### src/rtl/ookd_pkg.sv
// shared types, constants and field decode for the ook remote frame decoder
package ookd_pkg;

  localparam int WIDTH_BITS     = 14;
  localparam int WORD_BITS      = 32;
  localparam int SENDER_BITS    = 26;
  localparam int FRAME_BITS_DEF = 32;
  localparam int CFG_IDX_BITS   = 3;

  localparam logic [WIDTH_BITS-1:0] SYNC_MIN_RST  = 14'd2250;
  localparam logic [WIDTH_BITS-1:0] SYNC_MAX_RST  = 14'd2750;
  localparam logic [WIDTH_BITS-1:0] LONG_MIN_RST  = 14'd1000;
  localparam logic [WIDTH_BITS-1:0] LONG_MAX_RST  = 14'd1500;
  localparam logic [WIDTH_BITS-1:0] SHORT_MIN_RST = 14'd200;
  localparam logic [WIDTH_BITS-1:0] SHORT_MAX_RST = 14'd300;

  typedef enum logic [1:0] {
    PH_IDLE,
    PH_FIRST,
    PH_SECOND
  } phase_t;

  typedef enum logic [1:0] {
    CL_NONE,
    CL_LONG,
    CL_SHORT
  } pclass_t;

  typedef enum logic [CFG_IDX_BITS-1:0] {
    CFG_SYNC_MIN,
    CFG_SYNC_MAX,
    CFG_LONG_MIN,
    CFG_LONG_MAX,
    CFG_SHORT_MIN,
    CFG_SHORT_MAX
  } cfg_idx_t;

  localparam logic [1:0] PK_OTHER = 2'd0;
  localparam logic [1:0] PK_ONES  = 2'd1;
  localparam logic [1:0] PK_ZEROS = 2'd2;

  typedef struct packed {
    logic [WIDTH_BITS-1:0] sync_min;
    logic [WIDTH_BITS-1:0] sync_max;
    logic [WIDTH_BITS-1:0] long_min;
    logic [WIDTH_BITS-1:0] long_max;
    logic [WIDTH_BITS-1:0] short_min;
    logic [WIDTH_BITS-1:0] short_max;
  } cfg_t;

  typedef struct packed {
    logic                   frame_ok;
    logic [WORD_BITS-1:0]   raw_word;
    logic [SENDER_BITS-1:0] sender_number;
    logic                   switch_on;
    logic                   group_flag;
    logic [1:0]             protocol_kind;
    logic [1:0]             button_index;
  } result_t;

  // all-zero word gives the error result
  function automatic result_t decode_word(input logic [WORD_BITS-1:0] word);
    result_t res;
    res = '0;
    if (word != '0) begin
      res.frame_ok      = 1'b1;
      res.raw_word      = word;
      res.sender_number = word[WORD_BITS-1:6];
      res.switch_on     = ~word[4];
      res.group_flag    = ~word[5];
      case (word[3:2])
        2'b11:   res.protocol_kind = PK_ONES;
        2'b00:   res.protocol_kind = PK_ZEROS;
        default: res.protocol_kind = PK_OTHER;
      endcase
      res.button_index  = word[1:0];
    end
    return res;
  endfunction

endpackage

### src/rtl/ookd_step.sv
// pulse classification and frame state transition for one pulse
module ookd_step import ookd_pkg::*; #(
  parameter int FRAME_BITS = FRAME_BITS_DEF,
  parameter int CNT_BITS   = $clog2(FRAME_BITS + 1)
) (
  input  logic [WIDTH_BITS-1:0] pulse_width,
  input  cfg_t                  cfg,
  input  phase_t                phase,
  input  pclass_t               first_class,
  input  logic [CNT_BITS-1:0]   bit_count,
  input  logic [WORD_BITS-1:0]  shift_word,
  output phase_t                phase_nxt,
  output pclass_t               first_class_nxt,
  output logic [CNT_BITS-1:0]   bit_count_nxt,
  output logic [WORD_BITS-1:0]  shift_word_nxt,
  output logic                  emit,
  output result_t               result
);

  localparam int IDX_BITS = $clog2(WORD_BITS);

  logic                 in_sync;
  logic                 in_long;
  logic                 in_short;
  logic                 pair_ok;
  logic                 frame_done;
  logic [CNT_BITS-1:0]  count_inc;
  logic [IDX_BITS-1:0]  bit_idx;
  logic [WORD_BITS-1:0] word_set;

  assign in_sync  = (pulse_width > cfg.sync_min)  && (pulse_width < cfg.sync_max);
  assign in_long  = (pulse_width > cfg.long_min)  && (pulse_width < cfg.long_max);
  assign in_short = (pulse_width > cfg.short_min) && (pulse_width < cfg.short_max);

  assign pair_ok = ((first_class == CL_LONG) && in_short) ||
                   ((first_class == CL_SHORT) && in_long);

  // first bit lands in the msb
  assign bit_idx    = IDX_BITS'(WORD_BITS - 1 - int'(bit_count));
  assign word_set   = (first_class == CL_SHORT) ?
                      (shift_word | (WORD_BITS'(1) << bit_idx)) : shift_word;
  assign count_inc  = bit_count + CNT_BITS'(1);
  assign frame_done = (count_inc >= CNT_BITS'(FRAME_BITS));

  // next state
  always_comb begin
    phase_nxt       = PH_IDLE;
    first_class_nxt = CL_NONE;
    bit_count_nxt   = '0;
    shift_word_nxt  = '0;
    case (phase)
      PH_FIRST: begin
        if (in_long) begin
          phase_nxt       = PH_SECOND;
          first_class_nxt = CL_LONG;
          bit_count_nxt   = bit_count;
          shift_word_nxt  = shift_word;
        end else if (in_short) begin
          phase_nxt       = PH_SECOND;
          first_class_nxt = CL_SHORT;
          bit_count_nxt   = bit_count;
          shift_word_nxt  = shift_word;
        end
      end
      PH_SECOND: begin
        if (pair_ok && !frame_done) begin
          phase_nxt      = PH_FIRST;
          bit_count_nxt  = count_inc;
          shift_word_nxt = word_set;
        end
      end
      default: begin
        if (in_sync) begin
          phase_nxt = PH_FIRST;
        end
      end
    endcase
  end

  // result
  always_comb begin
    emit   = 1'b0;
    result = '0;
    case (phase)
      PH_FIRST: begin
        emit = !(in_long || in_short);
      end
      PH_SECOND: begin
        if (!pair_ok) begin
          emit = 1'b1;
        end else if (frame_done) begin
          emit   = 1'b1;
          result = decode_word(word_set);
        end
      end
      default: begin
        emit = !in_sync;
      end
    endcase
  end

endmodule

### src/rtl/ook_remote_frame_decoder_core.sv
// top level of the ook remote frame decoder: config registers, pulse stage, result stage
//
//  channel  direction  handshake            payload
//  in_      input      in_valid / in_stall  in_pulse_width
//  out_     output     out_valid/out_stall  frame_ok, raw_word, sender_number, switch_on,
//                                           group_flag, protocol_kind, button_index
//  cfg_     input      cfg_valid/cfg_ready  cfg_index, cfg_data
//
// one pulse per cycle sustained while the output is not stalled; from accept to result a
// pulse goes through the pulse register, then the result register; the frame state
// updates as the pulse leaves the pulse register
// synchronous active-low reset: windows to their defaults, frame state idle, stages empty
// a result stalled at the output still lets one more pulse into the pulse register;
// in_stall rises only when both registers are full and the output is stalled
// cfg_ready is always high; a write to an index past the list is dropped
module ook_remote_frame_decoder_core import ookd_pkg::*; #(
  parameter int FRAME_BITS = FRAME_BITS_DEF
) (
  input  logic                    clk,
  input  logic                    rst_n,
  input  logic                    in_valid,
  output logic                    in_stall,
  input  logic [WIDTH_BITS-1:0]   in_pulse_width,
  output logic                    out_valid,
  input  logic                    out_stall,
  output logic                    out_frame_ok,
  output logic [WORD_BITS-1:0]    out_raw_word,
  output logic [SENDER_BITS-1:0]  out_sender_number,
  output logic                    out_switch_on,
  output logic                    out_group_flag,
  output logic [1:0]              out_protocol_kind,
  output logic [1:0]              out_button_index,
  input  logic                    cfg_valid,
  output logic                    cfg_ready,
  input  logic [CFG_IDX_BITS-1:0] cfg_index,
  input  logic [WIDTH_BITS-1:0]   cfg_data
);

  localparam int CNT_BITS = $clog2(FRAME_BITS + 1);

  // configuration
  cfg_t cfg_r;

  // pulse register
  logic                  pls_valid_r;
  logic [WIDTH_BITS-1:0] pls_width_r;

  // frame state
  phase_t                phase_r;
  pclass_t               first_class_r;
  logic [CNT_BITS-1:0]   bit_count_r;
  logic [WORD_BITS-1:0]  shift_word_r;

  phase_t                phase_nxt;
  pclass_t               first_class_nxt;
  logic [CNT_BITS-1:0]   bit_count_nxt;
  logic [WORD_BITS-1:0]  shift_word_nxt;
  logic                  step_emit;
  result_t               step_result;

  // result register
  logic                  out_valid_r;
  result_t               out_res_r;

  logic                  in_fire;
  logic                  advance;

  assign cfg_ready = 1'b1;

  // pulse moves on whenever the result register is free or being emptied
  assign advance  = pls_valid_r && (!out_valid_r || !out_stall);
  assign in_stall = pls_valid_r && !advance;
  assign in_fire  = in_valid && !in_stall;

  always_ff @(posedge clk) begin
    if (!rst_n) begin
      cfg_r.sync_min  <= SYNC_MIN_RST;
      cfg_r.sync_max  <= SYNC_MAX_RST;
      cfg_r.long_min  <= LONG_MIN_RST;
      cfg_r.long_max  <= LONG_MAX_RST;
      cfg_r.short_min <= SHORT_MIN_RST;
      cfg_r.short_max <= SHORT_MAX_RST;
    end else if (cfg_valid && cfg_ready) begin
      case (cfg_index)
        CFG_SYNC_MIN:  cfg_r.sync_min  <= cfg_data;
        CFG_SYNC_MAX:  cfg_r.sync_max  <= cfg_data;
        CFG_LONG_MIN:  cfg_r.long_min  <= cfg_data;
        CFG_LONG_MAX:  cfg_r.long_max  <= cfg_data;
        CFG_SHORT_MIN: cfg_r.short_min <= cfg_data;
        CFG_SHORT_MAX: cfg_r.short_max <= cfg_data;
        default: ;
      endcase
    end
  end

  // pulse register: valid is control, width is payload
  always_ff @(posedge clk) begin
    if (!rst_n) begin
      pls_valid_r <= 1'b0;
    end else if (in_fire) begin
      pls_valid_r <= 1'b1;
    end else if (advance) begin
      pls_valid_r <= 1'b0;
    end
  end

  always_ff @(posedge clk) begin
    if (in_fire) begin
      pls_width_r <= in_pulse_width;
    end
  end

  ookd_step #(
    .FRAME_BITS (FRAME_BITS),
    .CNT_BITS   (CNT_BITS)
  ) u_step (
    .pulse_width     (pls_width_r),
    .cfg             (cfg_r),
    .phase           (phase_r),
    .first_class     (first_class_r),
    .bit_count       (bit_count_r),
    .shift_word      (shift_word_r),
    .phase_nxt       (phase_nxt),
    .first_class_nxt (first_class_nxt),
    .bit_count_nxt   (bit_count_nxt),
    .shift_word_nxt  (shift_word_nxt),
    .emit            (step_emit),
    .result          (step_result)
  );

  // frame state advances with each pulse that leaves the pulse register
  always_ff @(posedge clk) begin
    if (!rst_n) begin
      phase_r       <= PH_IDLE;
      first_class_r <= CL_NONE;
      bit_count_r   <= '0;
      shift_word_r  <= '0;
    end else if (advance) begin
      phase_r       <= phase_nxt;
      first_class_r <= first_class_nxt;
      bit_count_r   <= bit_count_nxt;
      shift_word_r  <= shift_word_nxt;
    end
  end

  // result register
  always_ff @(posedge clk) begin
    if (!rst_n) begin
      out_valid_r <= 1'b0;
    end else if (advance) begin
      out_valid_r <= step_emit;
    end else if (!out_stall) begin
      out_valid_r <= 1'b0;
    end
  end

  always_ff @(posedge clk) begin
    if (advance) begin
      out_res_r <= step_result;
    end
  end

  assign out_valid         = out_valid_r;
  assign out_frame_ok      = out_res_r.frame_ok;
  assign out_raw_word      = out_res_r.raw_word;
  assign out_sender_number = out_res_r.sender_number;
  assign out_switch_on     = out_res_r.switch_on;
  assign out_group_flag    = out_res_r.group_flag;
  assign out_protocol_kind = out_res_r.protocol_kind;
  assign out_button_index  = out_res_r.button_index;

  // input stalls only while both stages are full and the output is held
  a_stall_cause: assert property (@(posedge clk) disable iff (!rst_n)
    in_stall |-> (pls_valid_r && out_valid_r && out_stall))
    else $error("in_stall without a full pipeline held at the output");

  // a delivered result is flagged good exactly when its word is nonzero
  a_ok_word: assert property (@(posedge clk) disable iff (!rst_n)
    out_valid_r |-> (out_res_r.frame_ok == (out_res_r.raw_word != '0)))
    else $error("frame_ok disagrees with raw_word");

  // error results carry all-zero fields
  a_err_zero: assert property (@(posedge clk) disable iff (!rst_n)
    (out_valid_r && !out_res_r.frame_ok) |-> (out_res_r == '0))
    else $error("error result with nonzero fields");

  // idle keeps the bit counter and shift word cleared, and the counter stays in the frame
  a_idle_clear: assert property (@(posedge clk) disable iff (!rst_n)
    (phase_r == PH_IDLE) |-> (bit_count_r == '0 && shift_word_r == '0))
    else $error("frame state not cleared in idle");

  a_count_range: assert property (@(posedge clk) disable iff (!rst_n)
    bit_count_r < CNT_BITS'(FRAME_BITS))
    else $error("bit counter past frame length");

endmodule

### config.mk
export PLATFORM = sky130hd
export DESIGN_NAME = ook_remote_frame_decoder_core
export DESIGN_NICKNAME = d
export VERILOG_FILES = /design/src/rtl/ookd_pkg.sv /design/src/rtl/ookd_step.sv /design/src/rtl/ook_remote_frame_decoder_core.sv
export SDC_FILE = /design/constraint.sdc
export NUM_CORES = 1
export LEC_CHECK = 0
export BUFFER_PORTS_ARGS = -buffer_cell sky130_fd_sc_hd__clkbuf_2
export CELL_PAD_IN_SITES_DETAIL_PLACEMENT = 1
export CELL_PAD_IN_SITES_GLOBAL_PLACEMENT = 1
export CORE_UTILIZATION = 41
export CTS_CLUSTER_DIAMETER = 30
export DETAILED_ROUTE_END_ITERATION = 8
export PLACE_DENSITY = 0.88
export SYNTH_ARGS = -nofsm -noshare
export SYNTH_HDL_FRONTEND = slang
export SYNTH_SLANG_ARGS = --single-unit
### constraint.sdc
create_clock -name clk -period 2.4 [get_ports clk]
set_input_delay 0.24 -clock clk [delete_from_list [all_inputs] [get_ports clk]]
set_output_delay 0.24 -clock clk [all_outputs]
set_load 0.05 [all_outputs]
# --- Yosys cells after proc, flatten, opt, wreduce, memory -nomap -nowiden ---
# Index checks and enable logic that the tools add are counted.
classes:
  n_addsub: 2
  n_lt_le_gt_ge: 7
  n_eq_ne: 13
  shifts: 1
  mux: 25
  bitwise_logic: 3
  n_reduce_logical: 32
ops:
  columns: ["operator", "count"]
  rows:
  - ["$mux 32", 4]
  - ["$mux 65", 1]
  - ["$pmux 32 s2", 1]
  - ["$gt 14x14->1", 3]
  - ["$lt 14x14->1", 3]
  - ["$or 32x32->32", 1]
  - ["$reduce_bool 32->1", 1]
  - ["$shl 1x5->32 const A", 1]
  - ["$mux 6", 3]
  - ["$pmux 6 s2", 1]
  - ["$reduce_and 2->1", 6]
  - ["$logic_and 1x1->1", 9]
  - ["$mux 1", 8]
  - ["$mux 2", 4]
  - ["$pmux 2 s2", 2]
  - ["$logic_not 1->1", 7]
  - ["$add 6x1->6 const B", 1]
  - ["$eq 2x2->1 const B", 3]
  - ["$eq 3x2->1 const B", 2]
  - ["$eq 3x3->1 const B", 2]
  - ["$ge 6x6->1 const B", 1]
  - ["$reduce_and 3->1", 2]
  - ["$sub 5x5->5 const A", 1]
  - ["$eq 2x1->1 const B", 2]
  - ["other kinds (10)", 14]
totals:
  regBits: 207
  out_inout_bits: 68
  elab_cells: 103

# --- Logic depth before layout (Yosys ltp) ---
depth:
  depth_word: 8
  ltp_mapped: 12
  depth_no_buf: 10

# --- By module ---
# From an unflattened synthesis, not the netlist that was laid out.
hier_totals:
  cells_unflattened: 1170
  area_unflattened_um2: 11431.0
modules_own_cells:
  columns: ["module", "instances", "cells_per_inst", "area_per_inst_um2", "seq_area_each_um2"]
  rows:
  - ["ook_remote_frame_decoder_core", 1, 578, 7338.3, 4934.7]
  - ["ookd_step", 1, 592, 4092.7, 0.0]

# --- Least setup slack after synthesis ---
# No wires, ideal clock.
synth_timing:
  path_kind: "register -> register"
  start: "register pls_width_r[4]"
  end: "register out_res_r, in the netlist out_raw_word[4], data pin"
  setup_ps: 254
  arrival_ps: 2336
  setup_slack_ps: -190
  stages_incl_launch_ff: 12
  path_buffers: 2
  cell_sequence: "edfxtp_1 -> ha_1 -> a21oi_1 -> nand2_1 -> a211oi_1 -> nor3_1 -> o31ai_2 -> o22ai_2 -> o2111a_1 -> buf_4 -> buf_6 -> o21a_1"
synth_between:
  elab_chain_cells: 5
synth_lines:
  columns: ["element", "line", "source"]
  rows:
  - ["from (decl)", "ook_remote_frame_decoder_core.sv:46", "logic [WIDTH_BITS-1:0] pls_width_r;"]
  - ["from (signal assigned)", "ook_remote_frame_decoder_core.sv:109", "pls_width_r <= in_pulse_width;"]
  - ["$gt 14x14->1, or another cell as far along", "ookd_step.sv:33", "assign in_short = (pulse_width > cfg.short_min) && (pulse_width < cfg.short_max);"]
  - ["$logic_and 1x1->1 (on tied branches)", "ookd_step.sv:33, ookd_step.sv:32", null]
  - ["$logic_and 1x1->1 (on tied branches)", "ookd_step.sv:35, ookd_step.sv:36", null]
  - ["$logic_or 1x1->1 *", "ookd_step.sv:35", "assign pair_ok = ((first_class == CL_LONG) && in_short) ||"]
  - ["$reduce_and 4->1 (no source line) *", null, null]
  - ["to (signal assigned)", "ook_remote_frame_decoder_core.sv:159", "out_res_r <= step_result;"]
  - ["to (decl)", "ook_remote_frame_decoder_core.sv:63", "result_t out_res_r;"]
# Mark *: on every way between the ends. The rest lies on a longest branch, timed or not.
# A chain may end at the register's enable or synchronous reset.

# --- Worst setup path after layout ---
layout_timing:
  start: "register pls_width_r[9]"
  end: "register out_res_r, in the netlist out_raw_word[30], data pin"
# Same word-level chain as after synthesis.

==> out/results.ini <==
[outcome]
status=finished with violations
violations=design-rule violations, negative setup slack

[die]
chipHeight_microns=152
initial_core_util_pct=42.2
dieArea_sq_um=23200
boundaryPins=104
die_w_microns=152
num_rows=54
core_area_sq_um=22000

[critical_path]
path_depth=11
path_delay_family=compound AO/OA/AOI/OAI gates
critPathMaxFanout=9
worstReg2RegEnd=out_raw_word[30]
worstPathArrival_ns=3.53
worstSetupPathType=flip-flop to flip-flop
worstReg2RegStart=pls_width_r[9]
slowest_delay_ns=0.53
cp-endpoint=out_raw_word[30]
cp-start-kind=flip-flop
crit_path_top_delay_cell=edfxtp_1
ff2ff_path_depth=11
crit_chain=ha_1 > nand4_1 > nor4_1 > or3_4 > a211oi_4 > o31ai_4 > o22ai_4 > o2111a_2 > buf_4 > clkbuf_16 > o21a_1
worst_ep_required_time_ns=2.73
crit_buf_inv=2
ff2ff_setup_slack_ns=-0.80
startpoint=pls_width_r[9]
cp-end-kind=flip-flop

[detailed_routing]
vias_per_cell=6.20
vias=9381
drc_errors=20
ant_nets=0
wire_per_inst_microns=27.7
first_pass_iters=7
drt-initial-drc-count=862
drt-total-wl_microns=41900

[timing]
timing.final.crit_share_pct=133
fin_skew_ns=0.0185
setup_viol=80
drv_slew=0
rsz0062_at_grt=yes
hold_viol=0
fin_setup_tns_ns=-56.97
worstMarginPinSlew_ns=0.974
finalWorstSetupSlack_ns=-0.798
layout_min_cycle_time_ns=3.20
max_freq_ghz=0.313
slew-limit-headroom_pct=35.1

[flow_run]
drv_cap=0

[global_route]
antenna_found_initial=1
grt_use_total_pct=29.9
overflow=0
grt_pass1_vias=9317
grt_pass1_wl_microns=53500
grt_max_degree=42

[cts]
path_clk_slew_ns=0.09
cts_made_buffers=17
htreeDepth=4
cts_buffer_depth=2
cts-root-buf=clkbuf_16
cts_tree=done
numClockSinks=179
clk_latency_ns=0.47

[synth]
syn_area_sq_um=9260
yosysSeqAreaShare_pct=44.2
synth-main-ff-cell=dfxtp_1
async_flop_share_pct=0
ys_types=54
ys_warn_count=0
synth_fp_nets=1169
avgSynthCellArea_sq_um=8.87
synth_enable_flop_cells=51
syn_inst=1044
synth-seq-cells=179

[cells_and_area]
drive_above_1_share_pct=30.4
mostFrequentLayoutCell=nand2_1
fin_util_pct=56.9
fillCellCount=2420
finalNetCount=1345
synthToLayoutAreaGrowth_pct=35.1
stdcell_area_sq_um=12500
mostFrequentLayoutCells=173 x nand2_1, 126 x dfxtp_1, 102 x clkbuf_2, 93 x inv_1, 86 x buf_4

[power_and_ir_drop]
peakVddDrop_v=0.000530
power.leakage_nw=5.05
power.density_nw_per_um2=582
p_total_mw=7.27

[placed_design]
gp_congestion=0.863
buffer_ports.inserted=102
dpl_cell_area_sq_um=10500
place.detailed.hpwl_microns=20500

[worst_hold_path]
hold_class=primary input to flip-flop

-- sequential cells by signal, indices dropped and copies added, names as in the netlist --
signal,count
bit_count_r,6
cfg_r,84
first_class_r,2
out_frame_ok,1
out_group_flag,1
out_protocol_kind,2
out_raw_word,32
out_switch_on,1
out_valid,1
phase_r,2
pls_valid_r,1
pls_width_r,14
shift_word_r,32
-- worst min path at each step --
stage	startpoint	to	slack (ns)	cells past startpoint
final	in_valid	pls_valid_r	0.004	2
after global routing	in_valid	pls_valid_r	0.02	2
after CTS	in_pulse_width[11]	pls_width_r[11]	0.005	1
after detailed placement	in_pulse_width[1]	pls_width_r[1]	0.42	1
after global placement	in_pulse_width[1]	pls_width_r[1]	0.42	1
after floorplan	in_pulse_width[0]	pls_width_r[0]	0.34	0
-- through the flow --
stage / setup slack [ns] / hold WS [ns] / cells
CTS: -0.429 / 0.00548 / 1492
finish: -0.798 / 0.00363 / 1514
detailed placement: -0.391 / 0.421 / 1431
global route: -0.809 / 0.0163 / 1513
global placement: -0.305 / 0.419 / 1431
floorplan: -0.141 / 0.339 / 1044
-- synth_stat cells (5+ instances only) --
| cell type | n | area [sq um] |
|---|---|---|
| nand3_1 | 22 | 110 |
| nor4_1 | 9 | 56.3 |
| inv_1 | 94 | 353 |
| a21oi_1 | 60 | 300 |
| o211ai_1 | 35 | 263 |
| and3_1 | 6 | 37.5 |
| o21a_1 | 34 | 255 |
| o31ai_1 | 5 | 37.5 |
| nor2_1 | 87 | 327 |
| nor2b_1 | 11 | 68.8 |
| nand2_1 | 178 | 668 |
| buf_2 | 9 | 45.0 |
| edfxtp_1 | 51 | 1530 |
| nor3_1 | 8 | 40.0 |
| ha_1 | 89 | 1110 |
| a211oi_1 | 5 | 37.5 |
| nand4_1 | 13 | 81.3 |
| buf_4 | 30 | 225 |
| clkbuf_1 | 32 | 120 |
| a21boi_0 | 58 | 435 |
| dfxtp_1 | 128 | 2560 |
| nand2b_1 | 12 | 75.1 |
| o21ai_0 | 16 | 80.1 |
-- layer usage --
metal	part of all wire [%]	vias to the layer above	GRT usage, %	wire, microns
met5	0	-	0	0
met2	48	595	52.5	20100
met4	8.5	0	16.3	3560
met3	7.0	277	5.46	2940
li1	-	3902	-	-
met1	37	4607	34.6	15300
-- what timing repair did --
action                                  4_1_cts  5_1_grt
cloned                                        4        4
hold buffers                                 13        1
setup buffers                                12       18
resized for setup                            53      123
endpoints found under the setup margin       80       80
pin swaps                                    12       45
endpoints found under the hold margin        13        1
-- power breakdown --
part	internal, mW	switching, mW	leakage (nW)
clock	1.40	1.54	0.287
combinational	0.429	0.689	3.18
sequential	3.17	0.0451	1.58
-- cell type report --
| cell class | instances | area (sq um) | area share [%] |
|---|---|---|---|
| Antenna cell | 1 | 2.50 | 0.0200 |
| Clock buffer | 17 | 425 | 3.40 |
| Clock inverter | 15 | 166 | 1.33 |
| Inverter | 94 | 357 | 2.85 |
| Multi-Input combinational cell | 697 | 5280 | 42.2 |
| Sequential cell | 179 | 4100 | 32.8 |
| Tap cell | 280 | 350 | 2.80 |
| Timing Repair Buffer | 231 | 1830 | 14.6 |
-- logic make-up after synthesis --
family	share of synthesized area (%)
multiplexers	0.108
adder cells (fa/ha/maj)	12.0
buffers and inverters	8.39
other	0.0405
AND/OR/NAND/NOR	17.3
flip-flops	44.2
AO/OA/AOI/OAI	17.7
XOR/XNOR	0.189
Power figures use the tool's default switching activity.
